File: src/rtl/slm_pkg.sv
// Package: constants, types and codes of the sorted list merge block.
`timescale 1ns / 1ps
`default_nettype none

package slm_pkg;

  localparam int LIST_DEPTH = 32;
  localparam int DATA_WIDTH = 32;
  localparam int VALUE_W    = 32;
  localparam int OP_W       = 2;
  localparam int ADDR_W     = (LIST_DEPTH > 1) ? $clog2(LIST_DEPTH) : 1;
  localparam int CNT_W      = $clog2(LIST_DEPTH + 1);
  localparam int REM_W      = CNT_W + 1;

  typedef logic [DATA_WIDTH-1:0] data_t;
  typedef logic [ADDR_W-1:0]     addr_t;
  typedef logic [CNT_W-1:0]      cnt_t;
  typedef logic [REM_W-1:0]      rem_t;

  typedef enum logic [OP_W-1:0] {
    OP_LOAD_ONE = 2'd0,
    OP_LOAD_TWO = 2'd1,
    OP_MERGE    = 2'd2
  } op_e;

  typedef enum logic {
    ST_IDLE,
    ST_MERGE
  } state_e;

  // Write and read request to one list store.
  typedef struct packed {
    logic  we;
    addr_t waddr;
    data_t wdata;
    addr_t raddr;
  } store_req_t;

endpackage

`default_nettype wire

File: src/rtl/slm_list_store.sv
// One list store: a synchronous memory with one write and one registered read port.
`timescale 1ns / 1ps
`default_nettype none

module slm_list_store
  import slm_pkg::*;
(
  input  wire        clk_i,
  input  store_req_t req_i,
  output data_t      rdata_o
);

  data_t mem_q [LIST_DEPTH];
  data_t rdata_q;

  always_ff @(posedge clk_i) begin
    if (req_i.we) begin
      mem_q[req_i.waddr] <= req_i.wdata;
    end
    rdata_q <= mem_q[req_i.raddr];
  end

  assign rdata_o = rdata_q;

endmodule

`default_nettype wire

File: src/rtl/slm_merge_ctrl.sv
// Merge controller: counts, read pointers, compare and the result register.
`timescale 1ns / 1ps
`default_nettype none

module slm_merge_ctrl
  import slm_pkg::*;
(
  input  wire                 clk_i,
  input  wire                 rst_ni,
  input  wire                 in_valid_i,
  output logic                in_ready_o,
  input  wire  [OP_W-1:0]     in_op_i,
  input  wire  [VALUE_W-1:0]  in_value_i,
  output store_req_t          req_one_o,
  output store_req_t          req_two_o,
  input  data_t               rd_one_i,
  input  data_t               rd_two_i,
  output logic                out_valid_o,
  input  wire                 out_ready_i,
  output logic [VALUE_W-1:0]  out_value_o,
  output logic                out_last_o
);

  state_e state_q, state_d;
  cnt_t   cnt_one_q, cnt_one_d, cnt_two_q, cnt_two_d;
  cnt_t   num_one_q, num_one_d, num_two_q, num_two_d;
  cnt_t   idx_one_q, idx_one_d, idx_two_q, idx_two_d;
  rem_t   rem_q, rem_d;
  logic   out_valid_q, out_valid_d, out_last_q, out_last_d;
  logic [VALUE_W-1:0] out_value_q, out_value_d;

  logic   accept, slot_free, more_one, more_two, take_one;
  data_t  pick;
  rem_t   total;

  assign in_ready_o = (state_q == ST_IDLE);
  assign accept     = in_valid_i && in_ready_o;
  assign slot_free  = !out_valid_q || out_ready_i;
  assign more_one   = idx_one_q < num_one_q;
  assign more_two   = idx_two_q < num_two_q;
  assign take_one   = more_one && (!more_two || ($signed(rd_one_i) <= $signed(rd_two_i)));
  assign pick       = take_one ? rd_one_i : rd_two_i;
  assign total      = REM_W'(cnt_one_q) + REM_W'(cnt_two_q);

  always_comb begin
    state_d     = state_q;
    cnt_one_d   = cnt_one_q;
    cnt_two_d   = cnt_two_q;
    num_one_d   = num_one_q;
    num_two_d   = num_two_q;
    idx_one_d   = idx_one_q;
    idx_two_d   = idx_two_q;
    rem_d       = rem_q;
    out_valid_d = out_valid_q && !out_ready_i;
    out_value_d = out_value_q;
    out_last_d  = out_last_q;
    req_one_o   = '0;
    req_two_o   = '0;
    req_one_o.waddr = cnt_one_q[ADDR_W-1:0];
    req_two_o.waddr = cnt_two_q[ADDR_W-1:0];
    req_one_o.wdata = data_t'(in_value_i);
    req_two_o.wdata = data_t'(in_value_i);

    unique case (state_q)
      ST_IDLE: begin
        if (accept) begin
          priority if (in_op_i == OP_LOAD_ONE) begin
            if (cnt_one_q < CNT_W'(LIST_DEPTH)) begin
              req_one_o.we = 1'b1;
              cnt_one_d    = cnt_one_q + 1'b1;
            end
          end else if (in_op_i == OP_LOAD_TWO) begin
            if (cnt_two_q < CNT_W'(LIST_DEPTH)) begin
              req_two_o.we = 1'b1;
              cnt_two_d    = cnt_two_q + 1'b1;
            end
          end else if (in_op_i == OP_MERGE) begin
            // Lengths are latched so the counts clear right away.
            num_one_d = cnt_one_q;
            num_two_d = cnt_two_q;
            cnt_one_d = '0;
            cnt_two_d = '0;
            idx_one_d = '0;
            idx_two_d = '0;
            rem_d     = total;
            if (total != '0) begin
              state_d = ST_MERGE;
            end
          end else begin
            state_d = ST_IDLE;
          end
        end
      end
      ST_MERGE: begin
        if (slot_free) begin
          out_valid_d = 1'b1;
          out_value_d = VALUE_W'($signed(pick));
          out_last_d  = (rem_q == REM_W'(1));
          rem_d       = rem_q - 1'b1;
          if (take_one) begin
            idx_one_d = idx_one_q + 1'b1;
          end else begin
            idx_two_d = idx_two_q + 1'b1;
          end
          if (rem_q == REM_W'(1)) begin
            state_d = ST_IDLE;
          end
        end
      end
      default: state_d = ST_IDLE;
    endcase

    // The read address follows the next pointer so the head word is ready next cycle.
    req_one_o.raddr = idx_one_d[ADDR_W-1:0];
    req_two_o.raddr = idx_two_d[ADDR_W-1:0];
  end

  always_ff @(posedge clk_i or negedge rst_ni) begin
    if (!rst_ni) begin
      state_q     <= ST_IDLE;
      cnt_one_q   <= '0;
      cnt_two_q   <= '0;
      num_one_q   <= '0;
      num_two_q   <= '0;
      idx_one_q   <= '0;
      idx_two_q   <= '0;
      rem_q       <= '0;
      out_valid_q <= 1'b0;
    end else begin
      state_q     <= state_d;
      cnt_one_q   <= cnt_one_d;
      cnt_two_q   <= cnt_two_d;
      num_one_q   <= num_one_d;
      num_two_q   <= num_two_d;
      idx_one_q   <= idx_one_d;
      idx_two_q   <= idx_two_d;
      rem_q       <= rem_d;
      out_valid_q <= out_valid_d;
    end
  end

  always_ff @(posedge clk_i) begin
    out_value_q <= out_value_d;
    out_last_q  <= out_last_d;
  end

  assign out_valid_o = out_valid_q;
  assign out_value_o = out_value_q;
  assign out_last_o  = out_last_q;

endmodule

`default_nettype wire

File: src/rtl/sorted_list_merge_top.sv
// Top level of the sorted list merge block: two list stores and the merge controller.
//
//   Channel   Dir   tdata                  tuser      tlast
//   s_axis    in    value [31:0]           op [1:0]   -
//   m_axis    out   merged_value [31:0]    -          last
//
// A load word (op 0 or 1) writes one store entry unless that store is already
// full, in which case it is dropped; loads can follow each other in every cycle.
// The results of a merge word leave at one word per cycle while m_axis_tready is
// high, paced by the single read port of each store.
// While a merge is streaming, s_axis_tready stays low; stalls on m_axis hold
// the result register and the read pointers.
// Reset clears the counts, pointers and the result valid; store contents are
// undefined until loaded and need no clearing.
`timescale 1ns / 1ps
`default_nettype none

module sorted_list_merge_top
  import slm_pkg::*;
(
  input  wire                 clk_i,
  input  wire                 rst_ni,
  // Input words.
  input  wire                 s_axis_tvalid,
  output logic                s_axis_tready,
  input  wire  [VALUE_W-1:0]  s_axis_tdata,   // [31:0] value
  input  wire  [OP_W-1:0]     s_axis_tuser,   // [1:0] op
  // Result words.
  output logic                m_axis_tvalid,
  input  wire                 m_axis_tready,
  output logic [VALUE_W-1:0]  m_axis_tdata,   // [31:0] merged_value
  output logic                m_axis_tlast
);

  store_req_t req_one, req_two;
  data_t      rd_one, rd_two;

  // Store for list one; its head word is read every cycle.
  slm_list_store u_store_one (
    .clk_i   (clk_i),
    .req_i   (req_one),
    .rdata_o (rd_one)
  );

  // Store for list two.
  slm_list_store u_store_two (
    .clk_i   (clk_i),
    .req_i   (req_two),
    .rdata_o (rd_two)
  );

  // The controller compares the two head words and picks list one on a tie.
  slm_merge_ctrl u_ctrl (
    .clk_i       (clk_i),
    .rst_ni      (rst_ni),
    .in_valid_i  (s_axis_tvalid),
    .in_ready_o  (s_axis_tready),
    .in_op_i     (s_axis_tuser),
    .in_value_i  (s_axis_tdata),
    .req_one_o   (req_one),
    .req_two_o   (req_two),
    .rd_one_i    (rd_one),
    .rd_two_i    (rd_two),
    .out_valid_o (m_axis_tvalid),
    .out_ready_i (m_axis_tready),
    .out_value_o (m_axis_tdata),
    .out_last_o  (m_axis_tlast)
  );

endmodule

`default_nettype wire

File: config.mk
export PLATFORM = sky130hd
export DESIGN_NAME = sorted_list_merge_top
export DESIGN_NICKNAME = d
export VERILOG_FILES = /design/src/rtl/slm_pkg.sv /design/src/rtl/slm_list_store.sv /design/src/rtl/slm_merge_ctrl.sv /design/src/rtl/sorted_list_merge_top.sv
export SDC_FILE = /design/constraint.sdc
export NUM_CORES = 2
export LEC_CHECK = 0
export ABC_AREA = 1
export BUFFER_PORTS_ARGS = -buffer_cell sky130_fd_sc_hd__buf_2
export CAP_MARGIN = 40
export CORE_UTILIZATION = 30
export CTS_CLUSTER_SIZE = 14
export DETAILED_ROUTE_END_ITERATION = 8
export PLACE_DENSITY_LB_ADDON = 0.15
export SETUP_SLACK_MARGIN = 0.1
export SYNTH_ARGS = -nofsm -noshare
export SYNTH_HDL_FRONTEND = slang
export SYNTH_HIERARCHICAL = 1
export SYNTH_SLANG_ARGS = --single-unit
File: constraint.sdc
create_clock -name clk_i -period 4.4 [get_ports clk_i]
set_clock_uncertainty 0.15 [all_clocks]
set_input_delay 0 -clock clk_i [delete_from_list [all_inputs] [get_ports clk_i]]
set_output_delay 0 -clock clk_i [all_outputs]
set_load 0.1 [all_outputs]
[Yosys cells after proc, flatten, opt, wreduce, memory -nomap -nowiden]
Memories as Yosys holds them, arrays and structs flattened. A register that Yosys moved wholly into a read port is not among the register bits.
Cells that the tools add are included.
Cells by class
  add/sub/neg operators: 6
  magnitude comparators: 5
  eq/ne operators: 13
  multiplexer cells: 50
  bitwise operators: 3
  reductions and logical operators: 19
Operators by type and width (number)
  $mux 6: 18
  $mux 7: 5
  $le 32x32->1: 1
  $mux 32: 1
  $add 6x1->6 const B: 4
  $pmux 6 s2: 2
  $mux 1: 22
  $reduce_and 5->1: 4
  $ne 2x2->1 const B: 9
  $pmux 7 s2: 1
  $lt 6x6->1: 2
  $lt 6x6->1 const B: 2
  $reduce_and 6->1: 2
  $add 6x6->7: 1
  $eq 7x1->1 const B: 1
  $reduce_bool 7->1: 1
  $sub 7x1->7 const B: 1
  $reduce_bool 2->1: 2
  $logic_and 1x1->1: 3
  $logic_not 1->1: 3
  $not 1->1: 3
  $eq 2x1->1 const B: 1
  $eq 2x2->1 const B: 1
  $logic_not 2->1: 1
  other kinds (4): 5
Word-level totals
  register bits: 78
  RAM bits: 2048
  input port bits: 38
  output and inout bits: 35
  word-level logic and storage cells: 111
  memories kept: 2
Memories
  u_store_one.mem_q: depth 32, bits a word 32, rd ports 1, clocked after Yosys merged registers in 1, wr ports 1, line slm_list_store.sv:13  | data_t mem_q [LIST_DEPTH];
  u_store_two.mem_q: depth 32, bits a word 32, rd ports 1, clocked after Yosys merged registers in 1, wr ports 1, line slm_list_store.sv:13

[Logic depth before layout (Yosys ltp)]
  depth after elaboration: 8
  gate-level depth with buffers: 34

[By module]
Netlist, hierarchy kept.
Modules (own cells, without submodules)
  slm_list_store: times used 2, cells an instance 3536, area each 42405.7 µm², sequential area each 31390.1 µm²
  slm_merge_ctrl: times used 1, cells an instance 682, area each 5768.0 µm², sequential area each 2117.0 µm²

[Worst setup path before layout]
No wires, ideal clock.
  path type: register to register
  start point: register u_ctrl.out_valid_q (netlist: u_ctrl/out_valid_o)
  end point: register u_store_two.rdata_q[10] (netlist: u_store_two/rdata_o[10]) (read register of u_store_two.mem_q)
  data arrival time: 4119 ps
  data required time: 4137 ps
  path slack: 18 ps
  stages on the path, launching flop included: 19
  buffers on the path: 4
  path through: dfrtp_1 -> inv_1 -> nor2_1 -> nor2_1 -> nand2_1 -> o21ai_0 -> buf_4 -> buf_6 -> inv_8 -> buf_8 -> buf_6 -> nand2_1 -> nand3_1 -> nand3_1 -> nand2_1 -> nand2_1 -> nand2_1 -> nand2_1 -> nand2_1
On the way
  word-level cells in the longest chain between the ends: 4
Ends and longest elaborated chain
  from (decl): line slm_merge_ctrl.sv:29  | logic out_valid_q, out_valid_d, out_last_q, out_last_d;
  from (signal assigned): line slm_merge_ctrl.sv:138  | out_valid_q <= out_valid_d;
  $logic_not 1->1: line slm_merge_ctrl.sv:38  | assign slot_free = !out_valid_q || out_ready_i;
  $logic_or 1x1->1: line slm_merge_ctrl.sv:38
  $mux 6: line slm_merge_ctrl.sv:95  | if (slot_free) begin
  $pmux 6 s2: line slm_merge_ctrl.sv:64  | unique case (state_q)
  via u_ctrl.idx_two_d[0]: line slm_merge_ctrl.sv:27  | cnt_t idx_one_q, idx_one_d, idx_two_q, idx_two_d;
  to (decl): line slm_list_store.sv:14  | data_t rdata_q;
The timed path passes the listed nets, and every way through them passes these cells. The select of a mux whose other input is x is not followed.
A chain may end at the register's enable or synchronous reset.

==> impl_metrics.json <==
{
  "status": "finished, final reports clean",
  "final_hold_viol_count": 0,
  "hpwl_um": 184000,
  "drt_first_pass_iters": 6,
  "die_y_um": 551,
  "postPlaceCellArea_um2": 98600,
  "largest_net_degree_at_the_start_of_global_routing": 65,
  "worst_ep_required_time_ns": 5.05,
  "cts_htree_levels": 4,
  "cpPeakStageDelay_ns": 0.35,
  "portBuffers": 72,
  "syn-num-nets": 7850,
  "route.vias.total": 59919,
  "clk_latency_ns": 0.91,
  "syn_area_per_cell_um2": 11.7,
  "crit_fanout": 21,
  "final_cell_area_um2": 107000,
  "finalWeightedCongestion": 0.843,
  "synthesis.instances": 7754,
  "final_max_slew_viol_count": 0,
  "core.rowCount": 201,
  "hold-worst-slack_ns": 0.0401,
  "worst_hold_class": "in -> reg",
  "grt_pass1_wl_um": 429000,
  "synth.cell_area_um2": 90600,
  "postRouteWirelength_um": 302000,
  "rsz0062_at_grt": "yes",
  "critPathSlowestCell": "dfxtp_2",
  "cts.path.max_buffers": 4,
  "layout-area-overhead-vs-synth_pct": 18.2,
  "antenna_found_initial": 14,
  "clock-sinks": 2190,
  "cp.arrival_ns": 4.80,
  "grt_overflow": 0,
  "path_clk_slew_ns": 0.06,
  "preCtsSetupSlack_ns": -0.0887,
  "final-setup-viol-count": 0,
  "avgRoutedWirePerCell_um": 24.5,
  "critical_path_class": "reg -> reg",
  "seq_area_frac_synth_pct": 71.6,
  "drcViolationCount": 0,
  "clk_root_buffer_cell": "clkbuf_16",
  "rrSetupSlack_ns": 0.25,
  "cpMostUsedCell": "nand2_1",
  "max_cap_viol_count": 0,
  "top_level_port_count": 73,
  "ys_ff_latch": 2190,
  "synth-edff-count": 2081,
  "floorplan.die_area_um2": 304000,
  "max_slew.worst_pin.slew_ns": 0.904,
  "worst_slew_margin_relative_to_its_limit_pct": 39.7,
  "first_drt_iteration_drcs": 5116,
  "antenna_violating_nets_post_route": 0,
  "type_of_element_capturing_the_critical_path": "flip-flop",
  "startpoint_type_of_the_worst_setup_path": "flip-flop",
  "maximum_clock_rate_mhz": 241,
  "core_area_um2": 300000,
  "min_period_over_period_pct": 94.3,
  "post_drt_via_cell_ratio": 4.88,
  "cts_tree": "built",
  "dominantRegCellSynth": "edfxtp_1",
  "initial_utilization_pct": 30.2,
  "tritoncts.num_buffers": 240,
  "num-nets-final": 8221,
  "ys_async_sr_fraction_pct": 2.05,
  "grt_util_all_layers_pct": 19.5,
  "die_width_um": 551,
  "drive_gt1_share_pct": 13.0,
  "synth_cell_type_count": 42,
  "first_global_vias": 57680,
  "finalWorstPathRequiredPeriod_ns": 4.15,
  "ys_warn_count": 6,
  "final_worst_setup_slack_ns": 0.249
}
worst max-delay path: cells and delay by family, from the launching register on:
| family | cells | cell delay (ns) |
|---|---|---|
| AND/OR/NAND/NOR | 16 | 1.70 |
| flip-flops | 1 | 0.35 |
| adder cells (fa/ha/maj) | 1 | 0.31 |
| buffers and inverters | 7 | 1.00 |
| AO/OA/AOI/OAI | 4 | 0.49 |
cells in the mapped netlist (2+ instances only):
cell type | count | area, um^2
dfrtp_1 | 45 | 1130
inv_8 | 2 | 22.5
nor3_2 | 2 | 20.0
nor3b_1 | 2 | 15.0
o211ai_1 | 2 | 15.0
buf_12 | 5 | 100
a21oi_1 | 35 | 175
o21ai_2 | 26 | 228
dfxtp_1 | 64 | 1280
buf_6 | 133 | 1500
nand3_1 | 1582 | 7920
nand2_1 | 3000 | 11300
edfxtp_1 | 2081 | 62500
nor2_1 | 99 | 372
buf_8 | 6 | 90.1
buf_4 | 132 | 991
nand2_2 | 17 | 106
nand4_1 | 7 | 43.8
clkbuf_1 | 53 | 199
o21ai_0 | 42 | 210
nor3_1 | 7 | 35.0
a31oi_1 | 2 | 12.5
buf_1 | 36 | 135
o21ai_1 | 8 | 40.0
inv_1 | 116 | 435
ha_1 | 57 | 713
xor2_1 | 5 | 43.8
buf_2 | 168 | 841
inv_2 | 5 | 18.8
xnor2_1 | 3 | 26.3
timing repair:
action / 4_1_cts / 5_1_grt
endpoints found under the hold margin: 1998 / 0
resized for setup: 14 / 38
gates cloned: 0 / 4
buffers inserted: 1 / 5
endpoints found under the setup margin: 8 / 40
hold buffers: 60 / 0
pin swaps: 1 / 2
cell type report:
cell class / count / area [um^2]
multi-input combinational: 4907 / 22000
fill: 29232 / 193000
timing repair buffer: 661 / 7160
tap: 3958 / 4950
clock buffer: 327 / 6510
antenna: 8 / 20.0
sequential: 2190 / 64900
inverter: 124 / 553
clock inverter: 115 / 953
timing repair inverter: 1 / 11.3
sequential cells by signal, summed over array words and instances (netlist names):
register	cells
u_ctrl/out_last_o	1
u_store_two/rdata_o	32
u_ctrl/idx_two_q	6
u_ctrl/out_value_o	32
u_ctrl/idx_one_q	6
u_ctrl/num_one_q	6
u_store_one/mem_q	1024
u_ctrl/out_valid_o	1
u_store_two/mem_q	1024
u_ctrl/rem_q	7
u_store_one/rdata_o	32
u_ctrl/cnt_two_q	6
u_ctrl/cnt_one_q	6
u_ctrl/num_two_q	6
u_ctrl/state_q	1
stage by stage:
stage	std cells	TNS (ns)	util, %
global placement	11757	-0.402	32.8
detailed placement	11770	-0.161	32.9
finish	12291	0	35.7
CTS	12273	0	35.6
global route	12285	0	35.7
floorplan	7754	0	-
path summary, 6_finish.rpt:
check | from | end | cells after the start
setup reg to reg | u_store_one/rdata_o[9] | u_store_one/rdata_o[6] | 28
hold / removal | s_axis_tdata[8] | u_store_one/mem_q[7][8] | 3
min in group asynchronous | rst_ni | u_ctrl/rem_q[1] | 4
hold reg to reg | u_ctrl/num_one_q[3] | u_ctrl/num_one_q[3] | 2
setup / recovery | u_store_one/rdata_o[9] | u_store_one/rdata_o[6] | 28
max in group asynchronous | rst_ni | u_ctrl/idx_two_q[3] | 4
cell families (layout without fill, tap and decap cells):
logic type | count (synthesis) | after routing | share of synthesized area (%)
buffers and inverters | 657 | 1228 | 4.79
other | 0 | 8 | 0
AND/OR/NAND/NOR | 4721 | 4721 | 21.9
adder cells (fa/ha/maj) | 58 | 58 | 0.809
XOR/XNOR | 8 | 8 | 0.0774
AO/OA/AOI/OAI | 120 | 120 | 0.796
flip-flops | 2190 | 2190 | 71.6
layout by cell type (no fill, tap or decap), types with 3 or more instances in the layout:
master         Yosys  layout
nand2_1         3000    2973
edfxtp_1        2081    2081
nand3_1         1582    1582
buf_4            132     352
clkbuf_16          0     246
buf_12             5     151
inv_1            116     111
clkbuf_1          53      73
buf_2            168      72
nor2_4             0      65
dlygate4sd3_1      0      60
dfxtp_1           64      60
ha_1              57      57
clkinv_1           0      51
dfrtp_1           45      45
clkinv_2           0      40
nand2_2           17      40
o21ai_0           42      38
nor2_1            99      34
a21oi_1           35      34
o21ai_2           26      26
bufinv_16          0      14
buf_16             0      12
clkbuf_8           0      11
diode_2            0       8
buf_6            133       8
nand4_1            7       7
o21ai_1            8       7
nor3_1             7       7
o21ai_4            0       5
xor2_1             5       5
clkinvlp_4         0       4
inv_2              5       4
nand2_4            1       4
dfxtp_2            0       4
inv_16             0       3
inv_6              0       3
clkinv_8           0       3
inv_8              2       3
xnor2_1            3       3
metal layers:
layer,routed length [um],up-vias,track usage [%]
met1,138000,30358,27.5
met3,14600,344,2.12
li1,-,27607,-
met4,7200,0,4.77
met2,142000,1610,32.0
met5,0,-,0
Power is not shown: default switching activity piles up to over one toggle a cycle in this logic, so the estimate is an artifact.
